[config.mk]
export PLATFORM = sky130hd
export DESIGN_NAME = rssr_ctrl
export DESIGN_NICKNAME = d
export VERILOG_FILES = /design/src/hw/rtl/rssr_pkg.sv /design/src/hw/rtl/rssr_ctrl.sv
export SDC_FILE = /design/constraint.sdc
export NUM_CORES = 1
export LEC_CHECK = 0
export ABC_AREA = 1
export BUFFER_PORTS_ARGS = -buffer_cell sky130_fd_sc_hd__buf_2
export CAP_MARGIN = 5
export CELL_PAD_IN_SITES_DETAIL_PLACEMENT = 1
export CELL_PAD_IN_SITES_GLOBAL_PLACEMENT = 2
export CORE_MARGIN = 1.5
export CORE_UTILIZATION = 29
export DETAILED_ROUTE_END_ITERATION = 16
export PLACE_DENSITY_LB_ADDON = 0.1
export SYNTH_ARGS = -nofsm -noshare
export SYNTH_HDL_FRONTEND = slang
export SYNTH_SLANG_ARGS = --single-unit
[constraint.sdc]
create_clock -name clk -period 1.5 [get_ports clk]
set_input_delay 0.075 -clock clk [delete_from_list [all_inputs] [get_ports clk]]
set_output_delay 0.075 -clock clk [all_outputs]
set_load 0.05 [all_outputs]
[src/hw/rtl/rssr_pkg.sv]
`timescale 1ns / 1ps
package rssr_pkg;

    localparam int COORD_W    = 20;
    localparam int REL_W      = COORD_W + 1;
    localparam int ROT_W      = COORD_W + 3;
    localparam int PH_W       = 16;
    localparam int CS_W       = 16;
    localparam int CX_W       = 19;
    localparam int Z_W        = 17;
    localparam int SLICE_W    = 5;
    localparam int CNT_W      = 6;
    localparam int K_W        = 4;
    localparam int PROD_W     = REL_W + CS_W;
    localparam int SUM_W      = PROD_W + 1;
    localparam int MAX_SLICES = 32;
    localparam int CFG_IDX_W  = 8;

    localparam logic [CFG_IDX_W-1:0] REG_SLICE_COUNT = 8'd0;
    localparam logic [CFG_IDX_W-1:0] REG_MIRROR      = 8'd1;
    localparam logic [CFG_IDX_W-1:0] REG_CENTER_X    = 8'd2;
    localparam logic [CFG_IDX_W-1:0] REG_CENTER_Y    = 8'd3;

    localparam logic signed [CX_W-1:0] CORDIC_GAIN = 19'sd19898;

    // 65536 / n, kept to 16 bits
    localparam logic [PH_W-1:0] STEP_TAB [0:MAX_SLICES] = '{
        16'd0, 16'd0, 16'd32768, 16'd21845, 16'd16384, 16'd13107, 16'd10922,
        16'd9362, 16'd8192, 16'd7281, 16'd6553, 16'd5957, 16'd5461, 16'd5041,
        16'd4681, 16'd4369, 16'd4096, 16'd3855, 16'd3640, 16'd3449, 16'd3276,
        16'd3120, 16'd2978, 16'd2849, 16'd2730, 16'd2621, 16'd2520, 16'd2427,
        16'd2340, 16'd2259, 16'd2184, 16'd2114, 16'd2048
    };

    typedef enum logic [5:0] {
        ST_IDLE   = 6'b000001,
        ST_INIT   = 6'b000010,
        ST_CORD   = 6'b000100,
        ST_MUL    = 6'b001000,
        ST_SUM    = 6'b010000,
        ST_EMIT   = 6'b100000
    } state_t;

    typedef struct packed {
        logic               load;
        logic               cordic_init;
        logic               cordic_step;
        logic [K_W-1:0]     k;
        logic               mul;
        logic               sum;
        logic               next_slice;
        logic               emit;
        logic               mirror;
        logic               last;
        logic [SLICE_W-1:0] slice;
    } cmd_t;

    typedef struct packed {
        logic [CNT_W-1:0] n_eff;
        logic             mirror_en;
        logic             out_free;
    } sts_t;

    function automatic logic [Z_W-1:0] atan_of(input logic [K_W-1:0] k);
        logic [Z_W-1:0] a;
        begin
            a = '0;
            unique case (k)
                4'd0:  a = 17'd8192;
                4'd1:  a = 17'd4836;
                4'd2:  a = 17'd2555;
                4'd3:  a = 17'd1297;
                4'd4:  a = 17'd651;
                4'd5:  a = 17'd326;
                4'd6:  a = 17'd163;
                4'd7:  a = 17'd81;
                4'd8:  a = 17'd41;
                4'd9:  a = 17'd20;
                4'd10: a = 17'd10;
                4'd11: a = 17'd5;
                4'd12: a = 17'd3;
                4'd13: a = 17'd1;
                4'd14: a = 17'd1;
                default: a = 17'd0;
            endcase
            return a;
        end
    endfunction

    function automatic logic signed [CS_W-1:0] clamp16(input logic signed [CX_W:0] v);
        logic signed [CS_W-1:0] r;
        begin
            if (v > 20'sd32767)
                r = 16'sh7FFF;
            else if (v < -20'sd32768)
                r = 16'sh8000;
            else
                r = v[CS_W-1:0];
            return r;
        end
    endfunction

endpackage

[src/hw/rtl/rssr_ctrl.sv]
`timescale 1ns / 1ps
module rssr_ctrl
    import rssr_pkg::*;
(
    input  logic clk,
    input  logic rst_n,
    input  logic in_fire,
    output logic in_ready,
    input  sts_t sts,
    output cmd_t cmd
);

    state_t             state_reg, state_next;
    logic [K_W-1:0]     k_reg, k_next;
    logic [SLICE_W-1:0] slice_reg, slice_next;
    logic               mir_reg, mir_next;
    logic               final_slice;

    assign final_slice = ({1'b0, slice_reg} == (sts.n_eff - CNT_W'(1)));
    assign in_ready    = (state_reg == ST_IDLE);

    always_comb
    begin
        state_next = state_reg;
        k_next     = k_reg;
        slice_next = slice_reg;
        mir_next   = mir_reg;
        cmd        = '0;
        cmd.k      = k_reg;
        cmd.slice  = slice_reg;
        cmd.mirror = mir_reg;
        cmd.last   = final_slice && (mir_reg || !sts.mirror_en);
        unique case (state_reg)
            ST_IDLE:
            begin
                if (in_fire && sts.n_eff != '0)
                begin
                    cmd.load   = 1'b1;
                    slice_next = '0;
                    state_next = ST_INIT;
                end
            end
            ST_INIT:
            begin
                cmd.cordic_init = 1'b1;
                k_next          = '0;
                mir_next        = 1'b0;
                state_next      = ST_CORD;
            end
            ST_CORD:
            begin
                cmd.cordic_step = 1'b1;
                k_next          = k_reg + K_W'(1);
                if (k_reg == '1)
                    state_next = ST_MUL;
            end
            ST_MUL:
            begin
                cmd.mul    = 1'b1;
                state_next = ST_SUM;
            end
            ST_SUM:
            begin
                cmd.sum    = 1'b1;
                state_next = ST_EMIT;
            end
            ST_EMIT:
            begin
                // hold until the output register frees up
                if (sts.out_free)
                begin
                    cmd.emit = 1'b1;
                    if (sts.mirror_en && !mir_reg)
                        mir_next = 1'b1;
                    else if (final_slice)
                        state_next = ST_IDLE;
                    else
                    begin
                        cmd.next_slice = 1'b1;
                        slice_next     = slice_reg + SLICE_W'(1);
                        state_next     = ST_INIT;
                    end
                end
            end
            default: state_next = ST_IDLE;
        endcase
    end

    always_ff @(posedge clk or negedge rst_n)
    begin
        if (!rst_n)
        begin
            state_reg <= ST_IDLE;
            k_reg     <= '0;
            slice_reg <= '0;
            mir_reg   <= 1'b0;
        end
        else
        begin
            state_reg <= state_next;
            k_reg     <= k_next;
            slice_reg <= slice_next;
            mir_reg   <= mir_next;
        end
    end

    a_emit_free: assert property (@(posedge clk) disable iff (!rst_n)
        cmd.emit |-> sts.out_free)
        else $error("emit while output register busy");
    a_cord_len: assert property (@(posedge clk) disable iff (!rst_n)
        (state_reg == ST_CORD && k_reg != '1) |=> state_reg == ST_CORD)
        else $error("rotation loop cut short");
    a_mirror_order: assert property (@(posedge clk) disable iff (!rst_n)
        (cmd.emit && cmd.mirror) |-> sts.mirror_en)
        else $error("mirror copy without mirroring");
    a_load_idle: assert property (@(posedge clk) disable iff (!rst_n)
        cmd.load |=> state_reg == ST_INIT && slice_reg == '0)
        else $error("load did not start a run");

endmodule

==> out/qor.yml <==
synthesis:
  synth_cell_types: 27
  ys_warn_count: 0
  synth_top_area_cell: "dfrtp_1"
  synthTopCellsByCount: "nand2_1, inv_1, nand3_1"
  synth_top_area_frac: 0.307
  synth.avg_cell_area_um2: 7.36
  synth_edf_count: 0
  synthFlopType: "dfrtp_1"
  synth-async-reset-ratio: 1.00
  seq_area_frac_synth: 0.329
  syn_inst: 166
  ys_top_cells_by_area: "dfrtp_1, nand2_1, nand3_1"
  yosys_register_bits: 16
  syn_area_um2: 1220
  syn-num-nets: 181
  synth_most_common_cell: "nand2_1"
worst_hold_path:
  timing.hold.worst.class: "in2async"
finish:
  syn_to_final_growth_pct: 64.1
  fin_cells: 288
  drive_gt1_frac: 0.534
  design_area_um2: 2000
  nNetsFinal: 254
  diodes: 0
  multi_input_area_um2: 801
  fin_util: 0.498
  largest_reg_flops: 6
  seq_area_um2: 409
  fillCellCount: 502
floorplan:
  die_area_um2: 4610
  core_um2: 4030
  die_w_um: 67.9
  pin_count: 30
  start_util: 0.303
  chipHeight_um: 67.9
  rows: 23
critical_path:
  startpoint: "state_reg[0]"
  regToRegSetupSlack_ns: -0.05
  critPathSlowestCell: "dfstp_2"
  startpoint_type: "flop"
  cp.required_ns: 1.42
  path_class: "reg2out"
  slowest_delay_ns: 0.56
  r2r_end: "slice_reg[4]"
  critPathArrivalTime_ns: 1.53
  critPathMaxFanout: 4
  r2r_start: "state_reg[0]"
  crit_chain: "inv_4 -> nor3_4 -> inv_2 -> buf_6 -> nor2_4 -> buf_6"
  crit_path_end_kind: "primary output"
  crit_top_cell: "buf_6"
  r2r_cells: 12
  critPathCapture: "cmd[17]"
sta:
  finalHoldViolations: 0
  final.min_clock_period_ns: 1.61
  drv_slew: 0
  finalSetupViolations: 11
  hold_slack_ns: 0.286
  postLayoutSetupSlackWorst_ns: -0.107
  final.setup_skew_ns: 0.00121
  timing.fmax_ghz: 0.622
  tns_ns: -0.574
  rsz0062_at_grt: "yes"
  relSlewSlack: 0.722
  min_period_over_period: 1.07
  worst_pin_slew_ns: 0.417
cts:
  cts_tree: "yes"
  insertion_delay_ns: 0.25
  clock_path_buffers: 2
  cts_inserted_buffers: 3
  cts-root-buf: "clkbuf_8"
  htreeDepth: 1
  clk_pin_slew_ns: 0.07
  cts.sinks: 16
placement:
  place_ws_ns: -0.0185
  place_inst: 260
  dp.final_hpwl_um: 2700
  portBuffers: 29
  placed_area_um2: 1570
  routabilityCongestion: 0.806
detailed_routing:
  vias: 1288
  drt-pass1-iter-count: 4
  routed_wl_um: 3830
  drc: 0
  vias_per_cell: 4.47
  drt_iter0_drc: 20
  detail_route.wl_per_cell_um: 13.3
  antenna_left: 0
grt:
  overflow: 0
  grt_pass1_wl_um: 5830
  met2_usage: 0.279
  antenna_found_initial: 0
  grtUsageTotal: 0.169
  grt.busiest_layer: "met2"
  grt_pass1_vias: 1318
  grt.met3_usage: 0.0296
  grt_max_degree: 17
  met1_usage: 0.232
outcome:
  violations: "setup timing"
  status: "complete, but fails checks"
power:
  p_leak_nw: 1.10
  powerDensity_nw_per_um2: 1330
  power_mw: 2.67
  ir_worst_vdd_mv: 0.649
run:
  maxCapViolCount: 0
layout make-up:
type,instances,share of cell area
timing repair buffer,70,0.282
clock buffer,4,0.0225
tap,50,0.0312
inverter,30,0.0612
sequential,16,0.204
multi-input combinational,118,0.400
power breakdown:
group | switching, mW | internal, mW
registers | 0.0704 | 0.516
clock network | 0.160 | 0.189
logic | 1.01 | 0.719
kinds of logic after synthesis:
group | Yosys count | synth area share
DFF | 16 | 0.329
buffers and inverters | 32 | 0.111
adders and majority gates | 4 | 0.0410
AOI/OAI and AO/OA | 7 | 0.0359
and+or+nand+nor | 101 | 0.441
xor gates and xnor gates | 6 | 0.0430
layout by cell type, fill, tap and decap left out, drive strengths merged:
cell	Yosys	routed
a21boi	1	1
buf	2	69
clkbuf	0	4
dfrtp	15	15
dfstp	1	1
dlygate4sd3	0	1
ha	4	4
inv	30	30
nand2	50	50
nand3	20	20
nand3b	1	1
nand4	4	4
nor2	23	23
nor3	2	2
nor3b	1	1
o21ai	5	5
o31ai	1	1
xnor2	3	3
xor2	3	3
repair_timing:
item	4_1_cts	5_1_grt
pin swaps	11	18
resized for setup	27	32
endpoints found under the hold margin	15	0
buffers inserted	14	12
setup endpoints to repair	8	16
hold buffers	1	0
worst max-delay path: cells and delay by family, from the launching register on:
family        cells  cell delay (ns)
flops             1             0.56
buf+inv           4             0.41
simple gates      2             0.31
per-layer routing:
metal	wire length [um]	share of wire
met1	1790	0.47
met2	1870	0.49
met3	132	0.034
met4	26	0.0068
met5	0	0
worst min-delay path by stage:
stage                     startpoint  cells after the start  slack (ns)           end
after floorplan                rst_n                      0       -0.22      k_reg[0]
after global placement         rst_n                      1        0.03  state_reg[5]
after detailed placement       rst_n                      1        0.03  state_reg[5]
after CTS                     sts[1]                      5        0.26       mir_reg
after global routing           rst_n                      2        0.33  slice_reg[2]
final                          rst_n                      2        0.29  state_reg[5]
No activity file was read; power rests on OpenSTA's default activity.
